==> config.mk <==
export PLATFORM = sky130hd
export DESIGN_NAME = table_linear_interpolator
export DESIGN_NICKNAME = d
export VERILOG_FILES = /design/src/rtl/tli_pkg.sv /design/src/rtl/tli_div.sv /design/src/rtl/table_linear_interpolator.sv
export SDC_FILE = /design/constraint.sdc
export NUM_CORES = 2
export LEC_CHECK = 0
export BUFFER_PORTS_ARGS = -buffer_cell sky130_fd_sc_hd__buf_2
export CORE_AREA = 2 2 394 591
export DETAILED_ROUTE_END_ITERATION = 12
export DIE_AREA = 0 0 396 593
export MAX_ROUTING_LAYER = met4
export PLACE_DENSITY = 0.61
export REMOVE_ABC_BUFFERS = 1
export SETUP_SLACK_MARGIN = 0.02
export SYNTH_ARGS = -nofsm -noshare
export SYNTH_HDL_FRONTEND = slang
export SYNTH_SLANG_ARGS = --single-unit
export TNS_END_PERCENT = 30
==> constraint.sdc <==
create_clock -name clk -period 8.6 [get_ports clk]
set_input_delay 2.58 -clock clk [delete_from_list [all_inputs] [get_ports clk]]
set_output_delay 2.58 -clock clk [all_outputs]
set_load 0.005 [all_outputs]
==> src/rtl/tli_pkg.sv <==
// Shared types and constants for the table linear interpolator.
// No dependencies.
`timescale 1ns / 1ps
`default_nettype none

package tli_pkg;

    localparam logic CMD_WRITE = 1'b0;
    localparam logic CMD_QUERY = 1'b1;

    localparam logic ERR_OK      = 1'b0;
    localparam logic ERR_EQUAL_X = 1'b1;

    localparam int MAG_W     = 33;   // magnitude of a Q16.16 difference
    localparam int PROD_W    = 65;   // product of two magnitudes
    localparam int QUOT_W    = 34;
    localparam int DIV_STEPS = 34;
    localparam int DCNT_W    = 6;

    localparam logic [QUOT_W-1:0] QUOT_CLAMP = 34'h2_0000_0000;

    typedef enum logic [3:0] {
        ST_IDLE,
        ST_SCAN,
        ST_DRAIN,
        ST_FETCH_A,
        ST_FETCH_B,
        ST_FETCH_C,
        ST_MAG,
        ST_MUL_LO,
        ST_MUL_HI,
        ST_DIV,
        ST_DIV_WAIT,
        ST_FINAL,
        ST_OUT
    } tli_state_t;

    typedef struct packed {
        logic              start;
        logic [PROD_W-1:0] dividend;
        logic [MAG_W-1:0]  divisor;
    } div_req_t;

    typedef struct packed {
        logic              done;
        logic [QUOT_W-1:0] quot;
    } div_rsp_t;

endpackage

`default_nettype wire

==> src/rtl/tli_div.sv <==
// Restoring divider, one quotient bit per cycle, quotient clamped to 2^33.
// Depends on tli_pkg.
`timescale 1ns / 1ps
`default_nettype none

module tli_div
    import tli_pkg::*;
(
    input  wire logic     clk,
    input  wire logic     rst_n,
    input  wire div_req_t req,
    output div_rsp_t      rsp
);

    logic              busy_reg;
    logic              done_reg;
    logic [DCNT_W-1:0] cnt_reg;
    logic [QUOT_W-1:0] rem_reg;
    logic [QUOT_W-1:0] dvd_reg;
    logic [QUOT_W-1:0] quo_reg;
    logic [MAG_W-1:0]  dvs_reg;
    logic              ovf_reg;

    logic [QUOT_W-1:0] rem_sh;
    logic              q_bit;

    assign rem_sh = {rem_reg[QUOT_W-2:0], dvd_reg[QUOT_W-1]};
    assign q_bit  = (rem_sh >= {1'b0, dvs_reg});

    always_ff @(posedge clk or negedge rst_n)
    begin
        if (!rst_n)
        begin
            busy_reg <= 1'b0;
            done_reg <= 1'b0;
            cnt_reg  <= '0;
        end
        else
        begin
            done_reg <= 1'b0;
            if (req.start && !busy_reg)
            begin
                busy_reg <= 1'b1;
                cnt_reg  <= DCNT_W'(DIV_STEPS);
            end
            else if (busy_reg)
            begin
                cnt_reg <= cnt_reg - 1'b1;
                if (cnt_reg == DCNT_W'(1))
                begin
                    busy_reg <= 1'b0;
                    done_reg <= 1'b1;
                end
            end
        end
    end

    always_ff @(posedge clk)
    begin
        if (req.start && !busy_reg)
        begin
            // high part at or above divisor means quotient >= 2^34
            ovf_reg <= ({2'b00, req.dividend[PROD_W-1:QUOT_W]} >= req.divisor);
            rem_reg <= {3'b000, req.dividend[PROD_W-1:QUOT_W]};
            dvd_reg <= req.dividend[QUOT_W-1:0];
            dvs_reg <= req.divisor;
            quo_reg <= '0;
        end
        else if (busy_reg)
        begin
            rem_reg <= q_bit ? (rem_sh - {1'b0, dvs_reg}) : rem_sh;
            dvd_reg <= {dvd_reg[QUOT_W-2:0], 1'b0};
            quo_reg <= {quo_reg[QUOT_W-2:0], q_bit};
        end
    end

    always_comb
    begin
        rsp.done = done_reg;
        rsp.quot = (ovf_reg || (quo_reg > QUOT_CLAMP)) ? QUOT_CLAMP : quo_reg;
    end

endmodule

`default_nettype wire

==> src/rtl/table_linear_interpolator.sv <==
// Piecewise linear interpolation over a table of up to MAX_POINTS signed Q16.16
// (x, y) points. A write request (command 0) stores one point and produces no
// result; slots at or above MAX_POINTS are dropped. A query request (command 1)
// scans the first points_in_use entries (clamped to 2..MAX_POINTS) for the x
// nearest query_x (ties keep the lower slot; the last slot steps back one), then
// evaluates the line through that point and the next at query_x, saturated to
// Q16.16. Equal segment x values give zero with error_code 1. A query makes one
// table read per scanned point, then runs a 34-step bit-serial divider. Table
// contents are undefined until written; there is no clearing pass. The result
// register lets the next request in while a result waits on out_ready.
`timescale 1ns / 1ps
`default_nettype none

module table_linear_interpolator
    import tli_pkg::*;
#(
    parameter int MAX_POINTS = 16
)
(
    input  wire logic        clk,
    input  wire logic        rst_n,
    input  wire logic        cfg_wr_en,
    input  wire logic [4:0]  cfg_wr_data,
    input  wire logic        in_valid,
    output logic             in_ready,
    input  wire logic        command,
    input  wire logic [3:0]  entry_index,
    input  wire logic signed [31:0] point_x,
    input  wire logic signed [31:0] point_y,
    input  wire logic signed [31:0] query_x,
    output logic             out_valid,
    input  wire logic        out_ready,
    output logic signed [31:0] result_y,
    output logic             error_code
);

    localparam int IDX_W = (MAX_POINTS > 1) ? $clog2(MAX_POINTS) : 1;

    tli_state_t state_reg, state_next;

    logic [4:0]       points_in_use_reg;

    logic [31:0]      mem_x [MAX_POINTS];
    logic [31:0]      mem_y [MAX_POINTS];
    logic [31:0]      rd_x_reg;
    logic [31:0]      rd_y_reg;
    logic [IDX_W-1:0] raddr;
    logic [IDX_W-1:0] waddr;
    logic [IDX_W+3:0] waddr_ext;
    logic             mem_we;
    logic             in_acc;
    logic             idx_ok;

    logic [31:0]      q_reg;
    logic [IDX_W-1:0] last_reg;
    logic [IDX_W-1:0] last_calc;
    int               last_i;

    logic [IDX_W-1:0] scan_idx_reg;
    logic             rd_vld_reg;
    logic [IDX_W-1:0] rd_idx_reg;
    logic             dist_vld_reg;
    logic [IDX_W-1:0] dist_idx_reg;
    logic [MAG_W-1:0] dist_reg;
    logic [MAG_W-1:0] best_dist_reg;
    logic [IDX_W-1:0] best_reg;
    logic signed [MAG_W-1:0] diff_q;

    logic [IDX_W-1:0] seg_idx;
    logic [IDX_W-1:0] seg_idx_reg;
    logic [31:0]      x1_reg;
    logic [31:0]      y1_reg;
    logic signed [MAG_W-1:0] dx_reg, dy_reg, dq_reg;
    logic [MAG_W-1:0] mag_dx_reg, mag_dy_reg, mag_dq_reg;
    logic             neg_reg;

    logic [16:0]      mul_b;
    logic [49:0]      mul_out;
    logic [PROD_W-1:0] prod_reg;

    div_req_t         div_req;
    div_rsp_t         div_rsp;
    logic [QUOT_W-1:0] quot_reg;

    logic signed [34:0] y_sum;
    logic [31:0]      y_sat;

    logic [31:0]      res_y_reg;
    logic             res_err_reg;
    logic             out_valid_reg;
    logic [31:0]      result_y_reg;
    logic             error_code_reg;
    logic             out_load;

    // ------------------------------------------------------------------
    assign in_ready  = (state_reg == ST_IDLE);
    assign in_acc    = in_valid && in_ready;
    assign waddr_ext = {{IDX_W{1'b0}}, entry_index};
    assign waddr     = waddr_ext[IDX_W-1:0];
    assign idx_ok    = (int'(entry_index) < MAX_POINTS);
    assign mem_we    = in_acc && (command == CMD_WRITE) && idx_ok;

    // clamp the point count to [2, MAX_POINTS]; keep the last index
    always_comb
    begin
        last_i = int'(points_in_use_reg) - 1;
        if (points_in_use_reg < 5'd2)
        begin
            last_i = 1;
        end
        if (int'(points_in_use_reg) > MAX_POINTS)
        begin
            last_i = MAX_POINTS - 1;
        end
        last_calc = last_i[IDX_W-1:0];
    end

    // last slot steps back one
    assign seg_idx = (best_reg == last_reg) ? (best_reg - 1'b1) : best_reg;

    // ------------------------------------------------------------------
    // table memories
    always_ff @(posedge clk)
    begin
        if (mem_we)
        begin
            mem_x[waddr] <= point_x;
            mem_y[waddr] <= point_y;
        end
        rd_x_reg <= mem_x[raddr];
        rd_y_reg <= mem_y[raddr];
    end

    // ------------------------------------------------------------------
    always_comb
    begin
        state_next = state_reg;
        case (state_reg)
            ST_IDLE:
            begin
                if (in_acc && (command == CMD_QUERY))
                begin
                    state_next = ST_SCAN;
                end
            end
            ST_SCAN:
            begin
                if (scan_idx_reg == last_reg)
                begin
                    state_next = ST_DRAIN;
                end
            end
            ST_DRAIN:
            begin
                if (dist_vld_reg && (dist_idx_reg == last_reg))
                begin
                    state_next = ST_FETCH_A;
                end
            end
            ST_FETCH_A:  state_next = ST_FETCH_B;
            ST_FETCH_B:  state_next = ST_FETCH_C;
            ST_FETCH_C:  state_next = ST_MAG;
            ST_MAG:      state_next = (dx_reg == '0) ? ST_OUT : ST_MUL_LO;
            ST_MUL_LO:   state_next = ST_MUL_HI;
            ST_MUL_HI:   state_next = ST_DIV;
            ST_DIV:      state_next = ST_DIV_WAIT;
            ST_DIV_WAIT:
            begin
                if (div_rsp.done)
                begin
                    state_next = ST_FINAL;
                end
            end
            ST_FINAL:    state_next = ST_OUT;
            ST_OUT:
            begin
                if (out_load)
                begin
                    state_next = ST_IDLE;
                end
            end
            default:     state_next = ST_IDLE;
        endcase
    end

    always_comb
    begin
        raddr    = '0;
        out_load = 1'b0;
        mul_b    = {1'b0, mag_dq_reg[15:0]};
        case (state_reg)
            ST_SCAN:    raddr = scan_idx_reg;
            ST_FETCH_A: raddr = seg_idx;
            ST_FETCH_B: raddr = seg_idx_reg + 1'b1;
            ST_MUL_HI:  mul_b = mag_dq_reg[32:16];
            ST_OUT:     out_load = !out_valid_reg || out_ready;
            default:    raddr = '0;
        endcase
    end

    // ------------------------------------------------------------------
    always_ff @(posedge clk or negedge rst_n)
    begin
        if (!rst_n)
        begin
            state_reg         <= ST_IDLE;
            points_in_use_reg <= 5'd2;
            rd_vld_reg        <= 1'b0;
            dist_vld_reg      <= 1'b0;
            out_valid_reg     <= 1'b0;
        end
        else
        begin
            state_reg    <= state_next;
            rd_vld_reg   <= (state_reg == ST_SCAN);
            dist_vld_reg <= rd_vld_reg;
            if (cfg_wr_en)
            begin
                points_in_use_reg <= cfg_wr_data;
            end
            if (out_load)
            begin
                out_valid_reg <= 1'b1;
            end
            else if (out_ready)
            begin
                out_valid_reg <= 1'b0;
            end
        end
    end

    // ------------------------------------------------------------------
    // datapath
    assign diff_q  = $signed({q_reg[31], q_reg}) - $signed({rd_x_reg[31], rd_x_reg});
    assign mul_out = mag_dy_reg * mul_b;

    assign div_req.start    = (state_reg == ST_DIV);
    assign div_req.dividend = prod_reg;
    assign div_req.divisor  = mag_dx_reg;

    always_comb
    begin
        if (neg_reg)
        begin
            y_sum = $signed({{3{y1_reg[31]}}, y1_reg}) - $signed({1'b0, quot_reg});
        end
        else
        begin
            y_sum = $signed({{3{y1_reg[31]}}, y1_reg}) + $signed({1'b0, quot_reg});
        end
        if ((y_sum[34:31] == 4'b0000) || (y_sum[34:31] == 4'b1111))
        begin
            y_sat = y_sum[31:0];
        end
        else
        begin
            y_sat = y_sum[34] ? 32'h8000_0000 : 32'h7FFF_FFFF;
        end
    end

    always_ff @(posedge clk)
    begin
        if (in_acc && (command == CMD_QUERY))
        begin
            q_reg        <= query_x;
            last_reg     <= last_calc;
            scan_idx_reg <= '0;
        end
        else if (state_reg == ST_SCAN)
        begin
            scan_idx_reg <= scan_idx_reg + 1'b1;
        end

        rd_idx_reg   <= scan_idx_reg;
        dist_idx_reg <= rd_idx_reg;
        dist_reg     <= diff_q[MAG_W-1] ? MAG_W'(-diff_q) : MAG_W'(diff_q);

        // strict compare keeps the earliest on a tie
        if (dist_vld_reg && ((dist_idx_reg == '0) || (dist_reg < best_dist_reg)))
        begin
            best_dist_reg <= dist_reg;
            best_reg      <= dist_idx_reg;
        end

        if (state_reg == ST_FETCH_A)
        begin
            seg_idx_reg <= seg_idx;
        end
        if (state_reg == ST_FETCH_B)
        begin
            x1_reg <= rd_x_reg;
            y1_reg <= rd_y_reg;
        end
        if (state_reg == ST_FETCH_C)
        begin
            dx_reg <= $signed({rd_x_reg[31], rd_x_reg}) - $signed({x1_reg[31], x1_reg});
            dy_reg <= $signed({rd_y_reg[31], rd_y_reg}) - $signed({y1_reg[31], y1_reg});
            dq_reg <= $signed({q_reg[31], q_reg}) - $signed({x1_reg[31], x1_reg});
        end
        if (state_reg == ST_MAG)
        begin
            mag_dx_reg <= dx_reg[MAG_W-1] ? MAG_W'(-dx_reg) : MAG_W'(dx_reg);
            mag_dy_reg <= dy_reg[MAG_W-1] ? MAG_W'(-dy_reg) : MAG_W'(dy_reg);
            mag_dq_reg <= dq_reg[MAG_W-1] ? MAG_W'(-dq_reg) : MAG_W'(dq_reg);
            neg_reg    <= dy_reg[MAG_W-1] ^ dq_reg[MAG_W-1] ^ dx_reg[MAG_W-1];
            res_y_reg  <= '0;
            res_err_reg <= ERR_EQUAL_X;
        end
        if (state_reg == ST_MUL_LO)
        begin
            prod_reg <= PROD_W'(mul_out);
        end
        if (state_reg == ST_MUL_HI)
        begin
            prod_reg <= prod_reg + PROD_W'({mul_out, 16'h0000});
        end
        if (div_rsp.done)
        begin
            quot_reg <= div_rsp.quot;
        end
        if (state_reg == ST_FINAL)
        begin
            res_y_reg   <= y_sat;
            res_err_reg <= ERR_OK;
        end
        if (out_load)
        begin
            result_y_reg   <= res_y_reg;
            error_code_reg <= res_err_reg;
        end
    end

    tli_div u_div (
        .clk   (clk),
        .rst_n (rst_n),
        .req   (div_req),
        .rsp   (div_rsp)
    );

    assign out_valid  = out_valid_reg;
    assign result_y   = result_y_reg;
    assign error_code = error_code_reg;

endmodule

`default_nettype wire

==> flow_metrics.env <==
export IMPL_violations="negative setup slack"
export IMPL_start_util_pct=43.8
export IMPL_synth_cells=8947
export IMPL_worst_slew_pin_slew_ns=1.11
export IMPL_dp_hpwl_mm=186
export IMPL_grt_pass1_vias=70300
export IMPL_cp_max_fo=8
export IMPL_final_common_cell="edfxtp_1"
export IMPL_std_cell_rows=216
export IMPL_worst_setup_path_end_kind="flip-flop"
export IMPL_ys_types=89
export IMPL_portBuffers=145
export IMPL_viasPerCell=5.46
export IMPL_cts_root_buf="clkbuf_16"
export IMPL_cts_num_sinks=1793
export IMPL_drt_pass1_iter_count=6
export IMPL_min_to="dist_idx_reg[0]$_DFF_P_"
export IMPL_setup_viol=14
export IMPL_layout_common_cells="1627 x edfxtp_1, 1368 x nand2_1, 865 x inv_1"
export IMPL_status="complete, but fails checks"
export IMPL_start_kind="flip-flop"
export IMPL_ctsHoldBuffers=0
export IMPL_area_growth_pct=14.6
export IMPL_wl_per_cell_um=21.5
export IMPL_synth_edf_count=1627
export IMPL_rsz0062_at_grt="yes"
export IMPL_r2r_cells=40
export IMPL_ys_async_sr_fraction_pct=1.12
export IMPL_die_area_um2=235000
export IMPL_io_pins=146
export IMPL_hold_viol=0
export IMPL_r2r_end="prod_reg[63]$_SDFFCE_PN0P_"
export IMPL_timing_final_ws_setup_ns=-0.174
export IMPL_detail_route_iter0_violations=4719
export IMPL_insertion_delay_ns=0.85
export IMPL_crit_type="flip-flop to flip-flop"
export IMPL_min_path_type="flip-flop to flip-flop"
export IMPL_gp_congestion=0.976
export IMPL_synth_area_um2=101000
export IMPL_fmax_mhz=114
export IMPL_clkTransAtPathRegs_ns=0.06
export IMPL_r2r_slack_ns=-0.17
export IMPL_slew_violations=0
export IMPL_cts_tree="built"
export IMPL_post_route_period_util_pct=102
export IMPL_drive_above_1_share_pct=12.3
export IMPL_grt_start_max_net_pins=203
export IMPL_final_util_pct=50.2
export IMPL_routed_wl_mm=271
export IMPL_ant_nets=0
export IMPL_syn_area_per_cell_um2=11.2
export IMPL_slew_headroom_pct=26.3
export IMPL_ys_seq_area_share_pct=52.0
export IMPL_maxCapViolations=0
export IMPL_min_period_ns=8.77
export IMPL_ys_ff_latch=1793
export IMPL_die_h_um=593
export IMPL_required_ns=9.12
export IMPL_gr_usage_all_layers_pct=23.3
export IMPL_nets=10400
export IMPL_skew_ns=0.0853
export IMPL_min_from="rd_idx_reg[0]$_DFF_P_"
export IMPL_grt_ovfl_total=0
export IMPL_clockBufferDepth=4
export IMPL_antenna_found_initial=37
export IMPL_synthFlopType="edfxtp_1"
export IMPL_cp_common_cell="fa_1"
export IMPL_h_tree_depth=4
export IMPL_grt_pass1_wl_mm=408
export IMPL_critPathSlowestCell="fa_1"
export IMPL_r2r_start="state_reg[3]$_DFFE_PN0P_"
export IMPL_dieWidth_um=396
export IMPL_arrival_ns=9.30
export IMPL_vias=68800
export IMPL_cts_buffers=179
export IMPL_slowest_delay_ns=0.53
export IMPL_min_path_cells=0
export IMPL_yosys_warnings=0
export IMPL_core_area_um2=230000
export IMPL_drc=0
==> through the flow <==
step                      TNS [ns]  hold slack, ns  setup WS, ns  cells  area, µm²
after detailed placement    -10.89           0.312        -0.864  12200     108000
after CTS                    -1.51           0.327        -0.240  12500     115000
final                        -1.43           0.326        -0.174  12600     115000
after global placement       -9.62           0.314        -0.807  12200     108000
after global routing         -7.11           0.332        -0.501  12600     115000
after floorplan           -1492.35           0.310        -22.81   8517      99000
==> cell type report <==
cell class | count | area [µm²]
Timing Repair Buffer | 683 | 5490
Antenna cell | 29 | 72.6
Fill cell | 20200 | 115000
Clock inverter | 95 | 1010
Inverter | 873 | 3280
Tap cell | 3052 | 3820
Sequential cell | 1793 | 52300
Clock buffer | 225 | 4780
Multi-Input combinational cell | 5851 | 44600
==> Yosys cell counts (146+ instances only) <==
cell type / instances / share of area [%]
xnor2_1: 314 / 2.7
a21oi_1: 473 / 2.4
fa_1: 471 / 9.4
and2_1: 494 / 3.1
a21o_1: 172 / 1.3
edfxtp_1: 1627 / 49
o21ai_0: 307 / 1.5
inv_1: 873 / 3.3
clkbuf_1: 381 / 1.4
dfxtp_1: 146 / 2.9
ha_1: 445 / 5.5
nand2_1: 1385 / 5.2
a211oi_1: 350 / 2.6
a31oi_1: 154 / 0.96
nor2_1: 278 / 1.0
==> metal layers <==
metal | wire [µm] | vias up | global-route usage (%)
li1 | - | 32300 | -
met4 | 15700 | 0 | 12.0
met5 | 0 | - | -
met1 | 101000 | 34200 | 25.6
met2 | 141000 | 1767 | 41.4
met3 | 13000 | 640 | 3.03
==> critical path, delay by kind of cell (launching register included) <==
| kind | cells | cell delay [ns] |
|---|---|---|
| xor gates and xnor gates | 2 | 0.47 |
| and+or+nand+nor | 10 | 1.46 |
| adders and majority gates | 8 | 3.45 |
| buffers and inverters | 11 | 1.11 |
| DFF | 1 | 0.39 |
| AOI/OAI and AO/OA | 9 | 1.58 |
==> worst max path at each step <==
stage                                       endpoint                       from  slack [ns]  cells past startpoint
after floorplan                  rd_x_reg[0]$_DFF_P_  last_reg[2]$_SDFFCE_PP1P_      -22.81                      7
after global placement    prod_reg[64]$_SDFFCE_PN0P_   state_reg[0]$_DFFE_PN0P_       -0.81                     39
after detailed placement  prod_reg[64]$_SDFFCE_PN0P_   state_reg[0]$_DFFE_PN0P_       -0.86                     39
after CTS                 prod_reg[64]$_SDFFCE_PN0P_   state_reg[2]$_DFFE_PN0P_       -0.24                     39
after global routing      prod_reg[64]$_SDFFCE_PN0P_   state_reg[3]$_DFFE_PN0P_       -0.50                     41
final                     prod_reg[63]$_SDFFCE_PN0P_   state_reg[3]$_DFFE_PN0P_       -0.17                     40
==> timing repair <==
| action | CTS | global route |
|---|---|---|
| hold endpoints to repair | 0 | 0 |
| pin swaps | 73 | 93 |
| gates cloned | 2 | 4 |
| gates resized for setup | 113 | 109 |
| buffers inserted | 22 | 21 |
| setup endpoints to repair | 26 | 31 |
==> kinds of logic (layout without fill, tap and decap cells) <==
group / count (synthesis) / count (layout) / synth area share (%)
simple gates: 2608 / 2608 / 12.1
compound gates: 1878 / 1878 / 12.2
flops: 1793 / 1793 / 52.0
buf+inv: 1303 / 1876 / 4.89
fa+ha+maj: 916 / 916 / 14.9
xor+xnor: 428 / 428 / 3.74
mux: 21 / 21 / 0.219
other cells: 0 / 29 / 0
Power is not shown: default switching activity piles up to over one toggle a cycle in this logic, so the estimate is an artifact.
